[src/hw/rtl/dpag_pkg.sv]
`timescale 1ns / 1ps
// ----------------------------------------------------------------------------
// Distance pan audio gain package
// Register indexes, reset values, gain limits and the per-beat control flags
// that travel alongside the division pipeline.
// ----------------------------------------------------------------------------
package dpag_pkg;

  localparam int CFG_INDEX_W = 2;
  localparam int CFG_DATA_W  = 30;
  localparam int NEAR_W      = 30;
  localparam int NUM_W       = 24;
  localparam int PAN_W       = 16;
  localparam int GAIN_W      = 9;
  localparam int OUT_DATA_W  = 16;

  localparam logic [NEAR_W-1:0] NEAR_RESET  = NEAR_W'(40000);
  localparam logic [NUM_W-1:0]  LOUD_RESET  = NUM_W'(722500);
  localparam logic [NUM_W-1:0]  QUIET_RESET = NUM_W'(40000);
  localparam logic [PAN_W-1:0]  PAN_RESET   = PAN_W'(200);

  localparam logic [GAIN_W-1:0] GAIN_FULL = GAIN_W'(256);
  localparam logic [GAIN_W-1:0] GAIN_MIN  = GAIN_W'(32);

  typedef enum logic [CFG_INDEX_W-1:0] {
    REG_NEAR_RADIUS_SQ  = 2'd0,
    REG_LOUD_NUMERATOR  = 2'd1,
    REG_QUIET_NUMERATOR = 2'd2,
    REG_PAN_THRESHOLD   = 2'd3
  } cfg_reg_t;

  typedef struct packed {
    logic full;
    logic sat_loud;
    logic sat_quiet;
    logic left_quiet;
    logic right_quiet;
  } dpag_ctl_t;

  function automatic logic [GAIN_W-1:0] clamp_gain(input logic [GAIN_W-1:0] q,
                                                   input logic sat);
    logic [GAIN_W-1:0] g;
    if (sat || q > GAIN_FULL) begin
      g = GAIN_FULL;
    end else if (q < GAIN_MIN) begin
      g = GAIN_MIN;
    end else begin
      g = q;
    end
    return g;
  endfunction

endpackage

[src/hw/rtl/dpag_front.sv]
`timescale 1ns / 1ps
// ----------------------------------------------------------------------------
// Distance pan audio gain front end
// Four register stages: displacement, rounding to whole pixels, squaring with
// pan decision, and distance sum with near-radius and saturation checks.
// ----------------------------------------------------------------------------
module dpag_front #(
  parameter int COORD_WIDTH = 20,
  parameter int DSQ_W       = 35,
  parameter int REM_W       = 36
) (
  input  logic                              clk,
  input  logic                              rst,
  input  logic                              en,
  input  logic                              in_valid,
  input  logic signed [COORD_WIDTH-1:0]     lx,
  input  logic signed [COORD_WIDTH-1:0]     ly,
  input  logic signed [COORD_WIDTH-1:0]     sx,
  input  logic signed [COORD_WIDTH-1:0]     sy,
  input  logic [dpag_pkg::NEAR_W-1:0]       near_radius_sq,
  input  logic [dpag_pkg::NUM_W-1:0]        loud_numerator,
  input  logic [dpag_pkg::NUM_W-1:0]        quiet_numerator,
  input  logic [dpag_pkg::PAN_W-1:0]        pan_threshold,
  output logic                              out_valid,
  output dpag_pkg::dpag_ctl_t               out_ctl,
  output logic [DSQ_W-1:0]                  out_dsq,
  output logic [REM_W-1:0]                  out_rem_loud,
  output logic [REM_W-1:0]                  out_rem_quiet
);
  import dpag_pkg::*;

  localparam int DIFF_W = COORD_WIDTH + 1;
  localparam int PIX_W  = COORD_WIDTH - 3;
  localparam int SQ_W   = 2 * PIX_W;
  localparam int CMP_W  = (PIX_W > PAN_W) ? PIX_W : PAN_W;
  localparam int NCMP_W = (DSQ_W > NEAR_W) ? DSQ_W : NEAR_W;

  logic              v1, v2, v3;
  logic [DIFF_W-1:0] diff_x, diff_y;
  logic [PIX_W-1:0]  ax, ay;
  logic              neg_x;
  logic [SQ_W-1:0]   sq_x, sq_y;
  logic              left_q, right_q;

  logic [DIFF_W-1:0] mag_x, mag_y, rnd_x, rnd_y;
  logic [SQ_W-1:0]   ax_w, ay_w;
  logic              neg_eff;
  logic [CMP_W-1:0]  ax_c, thr_c;
  logic [DSQ_W-1:0]  dsq;
  logic [NCMP_W-1:0] dsq_c, near_c;
  logic [REM_W:0]    dsq2, loud_c, quiet_c;

  assign mag_x = diff_x[DIFF_W-1] ? DIFF_W'(-diff_x) : diff_x;
  assign mag_y = diff_y[DIFF_W-1] ? DIFF_W'(-diff_y) : diff_y;
  assign rnd_x = mag_x + DIFF_W'(8);
  assign rnd_y = mag_y + DIFF_W'(8);

  assign ax_w    = {{PIX_W{1'b0}}, ax};
  assign ay_w    = {{PIX_W{1'b0}}, ay};
  assign neg_eff = neg_x && (ax != '0);
  assign ax_c    = CMP_W'(ax);
  assign thr_c   = CMP_W'(pan_threshold);

  assign dsq     = DSQ_W'(sq_x) + DSQ_W'(sq_y);
  assign dsq_c   = NCMP_W'(dsq);
  assign near_c  = NCMP_W'(near_radius_sq);
  assign dsq2    = {(REM_W)'(dsq), 1'b0};
  assign loud_c  = (REM_W + 1)'(loud_numerator);
  assign quiet_c = (REM_W + 1)'(quiet_numerator);

  always_ff @(posedge clk) begin
    if (rst) begin
      v1        <= 1'b0;
      v2        <= 1'b0;
      v3        <= 1'b0;
      out_valid <= 1'b0;
    end else if (en) begin
      v1        <= in_valid;
      v2        <= v1;
      v3        <= v2;
      out_valid <= v3;
    end
  end

  always_ff @(posedge clk) begin
    if (en) begin
      diff_x <= {sx[COORD_WIDTH-1], sx} - {lx[COORD_WIDTH-1], lx};
      diff_y <= {sy[COORD_WIDTH-1], sy} - {ly[COORD_WIDTH-1], ly};

      ax    <= rnd_x[DIFF_W-1:4];
      ay    <= rnd_y[DIFF_W-1:4];
      neg_x <= diff_x[DIFF_W-1];

      sq_x    <= ax_w * ax_w;
      sq_y    <= ay_w * ay_w;
      left_q  <= !neg_eff && (ax_c >= thr_c);
      right_q <= neg_eff && (ax_c > thr_c);

      out_dsq               <= dsq;
      out_ctl.full          <= dsq_c <= near_c;
      out_ctl.sat_loud      <= loud_c >= dsq2;
      out_ctl.sat_quiet     <= quiet_c >= dsq2;
      out_ctl.left_quiet    <= left_q;
      out_ctl.right_quiet   <= right_q;
      out_rem_loud          <= REM_W'(loud_numerator);
      out_rem_quiet         <= REM_W'(quiet_numerator);
    end
  end

endmodule

[src/hw/rtl/dpag_div_step.sv]
`timescale 1ns / 1ps
// ----------------------------------------------------------------------------
// Distance pan audio gain division step
// One restoring division stage producing one quotient bit for both the loud
// and the quiet channel against the same squared distance.
// ----------------------------------------------------------------------------
module dpag_div_step #(
  parameter int DSQ_W = 35,
  parameter int REM_W = 36,
  parameter bit FIRST = 1'b0
) (
  input  logic                          clk,
  input  logic                          rst,
  input  logic                          en,
  input  logic                          in_valid,
  input  dpag_pkg::dpag_ctl_t           in_ctl,
  input  logic [DSQ_W-1:0]              in_dsq,
  input  logic [REM_W-1:0]              in_rem_loud,
  input  logic [REM_W-1:0]              in_rem_quiet,
  input  logic [dpag_pkg::GAIN_W-1:0]   in_q_loud,
  input  logic [dpag_pkg::GAIN_W-1:0]   in_q_quiet,
  output logic                          out_valid,
  output dpag_pkg::dpag_ctl_t           out_ctl,
  output logic [DSQ_W-1:0]              out_dsq,
  output logic [REM_W-1:0]              out_rem_loud,
  output logic [REM_W-1:0]              out_rem_quiet,
  output logic [dpag_pkg::GAIN_W-1:0]   out_q_loud,
  output logic [dpag_pkg::GAIN_W-1:0]   out_q_quiet
);
  import dpag_pkg::*;

  logic [REM_W:0] d_ext, sh_l, sh_q, sub_l, sub_q;
  logic           ge_l, ge_q;

  assign d_ext = (REM_W + 1)'(in_dsq);
  assign sh_l  = FIRST ? {1'b0, in_rem_loud} : {in_rem_loud, 1'b0};
  assign sh_q  = FIRST ? {1'b0, in_rem_quiet} : {in_rem_quiet, 1'b0};
  assign ge_l  = sh_l >= d_ext;
  assign ge_q  = sh_q >= d_ext;
  assign sub_l = sh_l - d_ext;
  assign sub_q = sh_q - d_ext;

  always_ff @(posedge clk) begin
    if (rst) begin
      out_valid <= 1'b0;
    end else if (en) begin
      out_valid <= in_valid;
    end
  end

  always_ff @(posedge clk) begin
    if (en) begin
      out_ctl       <= in_ctl;
      out_dsq       <= in_dsq;
      out_rem_loud  <= ge_l ? sub_l[REM_W-1:0] : sh_l[REM_W-1:0];
      out_rem_quiet <= ge_q ? sub_q[REM_W-1:0] : sh_q[REM_W-1:0];
      out_q_loud    <= {in_q_loud[GAIN_W-2:0], ge_l};
      out_q_quiet   <= {in_q_quiet[GAIN_W-2:0], ge_q};
    end
  end

endmodule

[src/hw/rtl/distance_pan_audio_gain.sv]
`timescale 1ns / 1ps
// ----------------------------------------------------------------------------
// Distance pan audio gain
// Turns a listener and source position pair into a mono gain in 1/256 units,
// with full volume inside a near radius and stereo pan attenuation beyond it.
// ----------------------------------------------------------------------------
// Usage:
// The s_axis channel carries one position pair per beat; the m_axis channel
// returns one gain per beat, in the same order. Positions are signed with
// four fractional bits. Configuration is written through cfg_we, cfg_index
// and cfg_data while no beat is in flight.
// Each beat passes four front-end stages (displacement, pixel rounding,
// squaring, distance sum), nine restoring division stages that produce one
// quotient bit each for both channels, and one stage for clamping and
// averaging. A new beat is taken every cycle while the output is not stalled.
// The whole pipeline advances together; when the output holds a beat that the
// receiver does not take, s_axis_tready falls and every stage holds its beat.
// Reset clears all stage valid bits and loads the register reset values:
// near radius squared 40000, loud numerator 722500, quiet numerator 40000,
// pan threshold 200.
// ----------------------------------------------------------------------------
module distance_pan_audio_gain #(
  parameter int COORD_WIDTH = 20
) (
  input  logic                                 clk,
  input  logic                                 rst,
  input  logic                                 s_axis_tvalid,
  output logic                                 s_axis_tready,
  // listener_pos_x, listener_pos_y, source_pos_x, source_pos_y, zero padding
  input  logic [((4*COORD_WIDTH+7)/8)*8-1:0]   s_axis_tdata,
  output logic                                 m_axis_tvalid,
  input  logic                                 m_axis_tready,
  // gain, zero padding
  output logic [dpag_pkg::OUT_DATA_W-1:0]      m_axis_tdata,
  input  logic                                 cfg_we,
  input  logic [dpag_pkg::CFG_INDEX_W-1:0]     cfg_index,
  input  logic [dpag_pkg::CFG_DATA_W-1:0]      cfg_data
);
  import dpag_pkg::*;

  localparam int PIX_W   = COORD_WIDTH - 3;
  localparam int DSQ_W   = 2 * PIX_W + 1;
  localparam int REM_W   = ((DSQ_W > NUM_W) ? DSQ_W : NUM_W) + 1;
  localparam int N_STEPS = GAIN_W;

  logic [NEAR_W-1:0] near_radius_sq;
  logic [NUM_W-1:0]  loud_numerator;
  logic [NUM_W-1:0]  quiet_numerator;
  logic [PAN_W-1:0]  pan_threshold;

  logic en;

  logic              st_valid [0:N_STEPS];
  dpag_ctl_t         st_ctl   [0:N_STEPS];
  logic [DSQ_W-1:0]  st_dsq   [0:N_STEPS];
  logic [REM_W-1:0]  st_rem_l [0:N_STEPS];
  logic [REM_W-1:0]  st_rem_q [0:N_STEPS];
  logic [GAIN_W-1:0] st_q_l   [0:N_STEPS];
  logic [GAIN_W-1:0] st_q_q   [0:N_STEPS];

  logic [GAIN_W-1:0] loud_g, quiet_g, left_g, right_g;
  logic [GAIN_W:0]   sum_g;
  logic              out_valid;
  logic [GAIN_W-1:0] gain;

  always_ff @(posedge clk) begin
    if (rst) begin
      near_radius_sq  <= NEAR_RESET;
      loud_numerator  <= LOUD_RESET;
      quiet_numerator <= QUIET_RESET;
      pan_threshold   <= PAN_RESET;
    end else if (cfg_we) begin
      unique case (cfg_reg_t'(cfg_index))
        REG_NEAR_RADIUS_SQ:  near_radius_sq  <= cfg_data[NEAR_W-1:0];
        REG_LOUD_NUMERATOR:  loud_numerator  <= cfg_data[NUM_W-1:0];
        REG_QUIET_NUMERATOR: quiet_numerator <= cfg_data[NUM_W-1:0];
        REG_PAN_THRESHOLD:   pan_threshold   <= cfg_data[PAN_W-1:0];
        default: ;
      endcase
    end
  end

  assign en            = !out_valid || m_axis_tready;
  assign s_axis_tready = en;

  dpag_front #(
    .COORD_WIDTH (COORD_WIDTH),
    .DSQ_W       (DSQ_W),
    .REM_W       (REM_W)
  ) u_front (
    .clk             (clk),
    .rst             (rst),
    .en              (en),
    .in_valid        (s_axis_tvalid),
    .lx              (s_axis_tdata[COORD_WIDTH-1:0]),
    .ly              (s_axis_tdata[2*COORD_WIDTH-1:COORD_WIDTH]),
    .sx              (s_axis_tdata[3*COORD_WIDTH-1:2*COORD_WIDTH]),
    .sy              (s_axis_tdata[4*COORD_WIDTH-1:3*COORD_WIDTH]),
    .near_radius_sq  (near_radius_sq),
    .loud_numerator  (loud_numerator),
    .quiet_numerator (quiet_numerator),
    .pan_threshold   (pan_threshold),
    .out_valid       (st_valid[0]),
    .out_ctl         (st_ctl[0]),
    .out_dsq         (st_dsq[0]),
    .out_rem_loud    (st_rem_l[0]),
    .out_rem_quiet   (st_rem_q[0])
  );

  assign st_q_l[0] = '0;
  assign st_q_q[0] = '0;

  for (genvar i = 0; i < N_STEPS; i++) begin : g_step
    dpag_div_step #(
      .DSQ_W (DSQ_W),
      .REM_W (REM_W),
      .FIRST (i == 0)
    ) u_step (
      .clk           (clk),
      .rst           (rst),
      .en            (en),
      .in_valid      (st_valid[i]),
      .in_ctl        (st_ctl[i]),
      .in_dsq        (st_dsq[i]),
      .in_rem_loud   (st_rem_l[i]),
      .in_rem_quiet  (st_rem_q[i]),
      .in_q_loud     (st_q_l[i]),
      .in_q_quiet    (st_q_q[i]),
      .out_valid     (st_valid[i+1]),
      .out_ctl       (st_ctl[i+1]),
      .out_dsq       (st_dsq[i+1]),
      .out_rem_loud  (st_rem_l[i+1]),
      .out_rem_quiet (st_rem_q[i+1]),
      .out_q_loud    (st_q_l[i+1]),
      .out_q_quiet   (st_q_q[i+1])
    );
  end

  assign loud_g  = clamp_gain(st_q_l[N_STEPS], st_ctl[N_STEPS].sat_loud);
  assign quiet_g = clamp_gain(st_q_q[N_STEPS], st_ctl[N_STEPS].sat_quiet);
  assign left_g  = st_ctl[N_STEPS].left_quiet ? quiet_g : loud_g;
  assign right_g = st_ctl[N_STEPS].right_quiet ? quiet_g : loud_g;
  assign sum_g   = {1'b0, left_g} + {1'b0, right_g} + (GAIN_W + 1)'(1);

  always_ff @(posedge clk) begin
    if (rst) begin
      out_valid <= 1'b0;
    end else if (en) begin
      out_valid <= st_valid[N_STEPS];
    end
  end

  always_ff @(posedge clk) begin
    if (en) begin
      gain <= st_ctl[N_STEPS].full ? GAIN_FULL : sum_g[GAIN_W:1];
    end
  end

  assign m_axis_tvalid = out_valid;
  assign m_axis_tdata  = {{(OUT_DATA_W - GAIN_W){1'b0}}, gain};

`ifndef SYNTHESIS
  a_gain_range: assert property (@(posedge clk) disable iff (rst)
    m_axis_tvalid |-> (gain >= GAIN_MIN) && (gain <= GAIN_FULL))
    else $error("gain outside the clamp range");

  a_stall_blocks_input: assert property (@(posedge clk) disable iff (rst)
    (m_axis_tvalid && !m_axis_tready) |-> !s_axis_tready)
    else $error("input taken while the output beat is stalled");

  a_reset_empties: assert property (@(posedge clk)
    rst |=> !m_axis_tvalid && !st_valid[0])
    else $error("pipeline holds a beat after reset");
`endif

endmodule

[config.mk]
export PLATFORM = sky130hd
export DESIGN_NAME = distance_pan_audio_gain
export DESIGN_NICKNAME = d
export VERILOG_FILES = /design/src/hw/rtl/dpag_pkg.sv /design/src/hw/rtl/dpag_front.sv /design/src/hw/rtl/dpag_div_step.sv /design/src/hw/rtl/distance_pan_audio_gain.sv
export SDC_FILE = /design/constraint.sdc
export NUM_CORES = 2
export LEC_CHECK = 0
export ABC_AREA = 1
export BUFFER_PORTS_ARGS = -buffer_cell sky130_fd_sc_hd__buf_4
export CORE_ASPECT_RATIO = 1.25
export CORE_MARGIN = 2
export CORE_UTILIZATION = 47
export DETAILED_ROUTE_END_ITERATION = 16
export GPL_ROUTABILITY_DRIVEN = 0
export GPL_TIMING_DRIVEN = 0
export HOLD_SLACK_MARGIN = 0.02
export PLACE_DENSITY_LB_ADDON = 0.2
export SKIP_LAST_GASP = 1
export SLEW_MARGIN = 20
export SYNTH_ARGS = -nofsm -noshare
export SYNTH_HDL_FRONTEND = slang
export SYNTH_SLANG_ARGS = --single-unit
export TNS_END_PERCENT = 20
[constraint.sdc]
create_clock -name clk -period 51.7 [get_ports clk]
set_input_delay 10.34 -clock clk [delete_from_list [all_inputs] [get_ports clk]]
set_output_delay 10.34 -clock clk [all_outputs]
set_load 0.02 [all_outputs]
# Word level (Yosys, flattened, before mapping)
# Index checks and enable logic that the tools add are counted.
# totals
regBits,1343
elab_cells,234
# op_classes
n_addsub,25
n_mul,2
order_cmp,27
eq_ne,3
muxes,24
reduce_logical,14
# ops
op,n
greater-or-equal comparator 37 x 35 -> 1 bit,16
two-way mux 36 bit,14
subtractor 36 x 35 -> 36 bit,14
greater-or-equal comparator 24 x 36 -> 1 bit,2
subtractor 24 x 35 -> 36 bit,2
greater-or-equal comparator 24 x 35 -> 1 bit,2
multiplier 17 x 17 -> 34 bit,2
two-way mux 9 bit,6
two-way mux 24 bit,2
"adder 21 x 4 -> 21 bit, second input constant",2
two-way mux 21 bit,2
negation 21 bit,2
subtractor 20 x 20 -> 21 bit,2
adder 34 x 34 -> 35 bit,1
less-or-equal comparator 35 x 30 -> 1 bit,1
"greater-than comparator 9 bit, second input constant",2
"< comparator 9 x 6 -> 1 bit, second input constant",2
greater-or-equal comparator 17 x 16 -> 1 bit,1
greater-than comparator 17 x 16 -> 1 bit,1
nonzero test 17 bit,1
"adder 10 x 1 -> 10 bit, second input constant",1
adder 9 x 9 -> 10 bit,1
AND reduction 2 bit,4
"== test 2 bit, second input constant",2
5 further kinds,10

# Depth between registers and ports, before layout
# logic_depth
ltp_word,6
ltp_mapped,27
mapped_depth_nobuf,27

# Hierarchy
# From an unflattened synthesis, not the netlist that was laid out.
# hier_totals
cells_unflattened,17785
area_unflattened_um2,130486.4
# by_module_without_submodules
module,instances,cells_each,area_each_um2,seq_area_each_um2
dpag_div_step (g_step[1].u_step ...),7,1466,10291.1,3923.8
dpag_front,1,3989,33196.8,7076.8
dpag_div_step (g_step[0].u_step),1,1491,10548.9,3923.8
dpag_div_step (g_step[3].u_step),1,1458,10283.6,3923.8
distance_pan_audio_gain,1,585,4419.2,2172.1

# Worst setup path before layout
# OpenSTA, ideal clock, no wires.
# synth_path
kind,input-to-output
startpoint,input m_axis_tready
endpoint,output s_axis_tready
arrival_ns,43.999
required_time_ns,41.360
slack_ns,-2.639
path_stages,3
cell_sequence,nor2_1 -> inv_1 -> clkbuf_1
# synth_between
elab_chain_cells,1
# synth_rtl
element,line_no,rtl
"start, declared",distance_pan_audio_gain.sv:32,"input logic m_axis_tready,"
logical OR 1 bit,distance_pan_audio_gain.sv:83,assign en = !out_valid || m_axis_tready;
"end, declared",distance_pan_audio_gain.sv:28,"output logic s_axis_tready,"
# Every way passes these cells.

# Final worst setup path
# Same ends and word-level chain as after synthesis.

==> results.sh <==
export IMPL_worstPathArrival_ns=11.58
export IMPL_worst_slew_pin_slew_ns=1.37
export IMPL_hold_viol_final=0
export IMPL_path_max_fanout=68
export IMPL_synthFlopType="edfxtp_1"
export IMPL_cts_sinks=1341
export IMPL_start_kind="primary input"
export IMPL_slew_violations=0
export IMPL_ys_top_cells_by_area="edfxtp_1 (33%), ha_1 (11%), nand2_1 (11%)"
export IMPL_fmax_mhz=45.6
export IMPL_synth_top_cell_area_share_pct=33.2
export IMPL_worstSetupPathType="in2out"
export IMPL_synth_edf_count=1233
export IMPL_finalSetupTns_ns=0
export IMPL_ys_seq_area_share_pct=35.2
export IMPL_cts_tree="done"
export IMPL_min_path_type="reg2reg"
export IMPL_r2r_slack_ns=43.66
export IMPL_layout_nets=15827
export IMPL_die_w_um=439
export IMPL_start_util_pct=47.3
export IMPL_grt_max_degree=101
export IMPL_cts_buffers=155
export IMPL_core_mm2=0.235
export IMPL_netlist_instances=13998
export IMPL_io_pins=135
export IMPL_syn_area_per_cell_um2=7.96
export IMPL_end_kind="output port"
export IMPL_r2r_cells=22
export IMPL_syn_area_mm2=0.111
export IMPL_rows=199
export IMPL_dp_hpwl_mm=314
export IMPL_finalSetupViolCount=0
export IMPL_portBuffers=127
export IMPL_period_share_pct=42.4
export IMPL_drtPass1Iterations=8
export IMPL_ys_seq_elements=1341
export IMPL_min_from="g_step[4].u_step.out_ctl[4]"
export IMPL_slew_headroom_pct=7.75
export IMPL_finClkSkew_ns=0.0938
export IMPL_hold_path_depth=0
export IMPL_drtIter0Drc=6572
export IMPL_h_tree_depth=4
export IMPL_antenna_found_initial=18
export IMPL_globalRouteOverflowTotal=0
export IMPL_drive_above_1_share_pct=4.78
export IMPL_cts_clk_slew_worst_paths_ns=0.06
export IMPL_synthDistinctLibCells=60
export IMPL_track_usage_pct=31.2
export IMPL_vias_per_cell=5.46
export IMPL_required_ns=41.36
export IMPL_clock_latency_ns=0.90
export IMPL_multi_input_area_mm2=0.0619
export IMPL_rr_startpoint="u_front.ax[10]"
export IMPL_ctsRootBufferMaster="clkbuf_16"
export IMPL_holdBufCountCts=0
export IMPL_yosysWarnings=0
export IMPL_wirelength_mm=380
export IMPL_die_area_mm2=0.241
export IMPL_timing_rr_end="u_front.sq_x[25]"
export IMPL_hold_path_end="g_step[5].u_step.out_ctl[4]"
export IMPL_ff_latch_area_mm2=0.0392
export IMPL_grt_pass1_vias=95942
export IMPL_num_vias=95749
export IMPL_cts_resized=0
export IMPL_die_h_um=548
export IMPL_status="finished, final reports clean"
export IMPL_ctsLongestPathBuffers=4
export IMPL_grt_pass1_wl_mm=564
export IMPL_syn_to_final_growth_pct=9.24
export IMPL_rsz0062_at_grt="no"
export IMPL_antenna_left=0
export IMPL_nFillCells=22882
export IMPL_drv_cap=0
export IMPL_period_minus_slack_ns=21.92
export IMPL_post_cts_buffers=0
export IMPL_drc=0
export IMPL_yosysTopAreaCell="edfxtp_1"
export IMPL_async_flop_share_pct=0
export IMPL_wl_per_cell_um=21.7
[metrics by stage]
stage / hold slack [ns] / util, % / instance area (um^2) / instances / worst slack, ns
3_3_place_gp: 0.401 / 49.4 / 116000 / 17246 / 8.01
3_5_place_dp: 0.405 / 49.6 / 117000 / 17260 / 29.77
2_1_floorplan: 0.400 / - / 111000 / 14004 / 15.31
5_1_grt: 0.360 / 51.7 / 122000 / 17538 / 29.64
6_report: 0.374 / 51.7 / 122000 / 17545 / 29.78
4_1_cts: 0.357 / 51.7 / 122000 / 17531 / 29.75
[how the worst max path moves through the flow]
stage,startpoint,to,slack [ns],cells past startpoint
after global routing,m_axis_tready,s_axis_tready,29.64,5
after floorplan,m_axis_tready,s_axis_tready,15.31,3
after detailed placement,m_axis_tready,s_axis_tready,29.77,5
after CTS,m_axis_tready,s_axis_tready,29.75,5
final,m_axis_tready,s_axis_tready,29.78,5
after global placement,m_axis_tready,s_axis_tready,8.01,5
[sequential cells by signal (all words and copies together) (netlist names), 33 cells and up]
register	cells
g_step.u_step.out_rem_quiet	288
u_front.sq_x	33
g_step.u_step.out_q_loud	45
u_front.out_dsq	35
u_front.sq_y	33
g_step.u_step.out_q_quiet	45
g_step.u_step.out_ctl	45
g_step.u_step.out_dsq	280
g_step.u_step.out_rem_loud	288
[layer usage]
| layer | wire (um) | track usage [%] | up-vias | share of wire, % |
|---|---|---|---|---|
| li1 | - | - | 46781 | - |
| met1 | 128000 | 30.6 | 44046 | 34 |
| met3 | 19500 | 4.65 | 1480 | 5.1 |
| met5 | 148 | 0 | - | 0.039 |
| met2 | 184000 | 54.4 | 3424 | 48 |
| met4 | 48600 | 32.8 | 18 | 13 |
[layout by cell type (no fill, tap or decap), types with 21 or more instances in the layout]
master / netlist / layout
nand2_1: 3245 / 3245
inv_1: 2389 / 2389
nor2_1: 1347 / 1347
edfxtp_1: 1233 / 1233
ha_1: 997 / 997
a21oi_1: 873 / 873
o21ai_0: 801 / 794
nand3_1: 547 / 547
fa_1: 405 / 405
xnor2_1: 250 / 250
xor2_1: 242 / 242
a31oi_1: 207 / 206
clkbuf_16: 0 / 157
o21ai_1: 142 / 149
nor3_1: 144 / 144
buf_4: 11 / 142
nand4_1: 130 / 130
clkbuf_1: 104 / 126
dfxtp_1: 108 / 108
nor4_1: 107 / 107
a21o_1: 95 / 95
o21bai_1: 89 / 89
buf_2: 66 / 66
nand3b_1: 52 / 52
o21ai_2: 52 / 52
a21boi_0: 48 / 48
o211ai_1: 47 / 47
inv_2: 37 / 37
buf_6: 34 / 34
or2_2: 26 / 26
nor2_2: 25 / 25
clkinv_2: 0 / 25
o21a_1: 24 / 24
clkinv_1: 0 / 21
[cell type report]
cell class / count / area share, %
multi-input combinational: 10010 / 50.9
sequential: 1341 / 32.2
inverter: 2426 / 7.49
clock buffer: 183 / 3.33
tap: 3115 / 3.20
timing repair buffer: 147 / 1.14
buffer: 227 / 1.02
clock inverter: 88 / 0.729
antenna: 8 / 0.0165
[kinds of logic (layout without fill, tap and decap cells)]
logic type	count (synthesis)	after routing	share of synthesized area, %
AO/OA/AOI/OAI	2429	2429	12.2
XOR/XNOR	493	493	3.88
adder cells (fa/ha/maj)	1402	1402	18.5
buffers and inverters	2653	3071	9.29
flip-flops	1341	1341	35.2
multiplexers	2	2	0.0202
other	1	15	0.00337
AND/OR/NAND/NOR	5677	5677	21.0
[critical path: stages]
cell	delay [ns]
buf_4	0.11
nor2_1	0.29
inv_1	0.17
clkbuf_8	0.37
buf_4	0.27
[synth_stat cells (47+ instances only)]
library cell  count
a21o_1           95
o211ai_1         47
buf_2            66
xor2_1          242
a21oi_1         873
a31oi_1         207
nand4_1         130
o21ai_2          52
nand3b_1         52
xnor2_1         250
o21bai_1         89
nand2_1        3245
nand3_1         547
a21boi_0         48
nor3_1          144
dfxtp_1         108
o21ai_0         801
ha_1            997
fa_1            405
clkbuf_1        104
o21ai_1         142
nor4_1          107
nor2_1         1347
inv_1          2389
edfxtp_1       1233
Power is left out: the tool's default activity adds up to more than one toggle a clock period on the data nets, which glitch-free logic cannot reach.
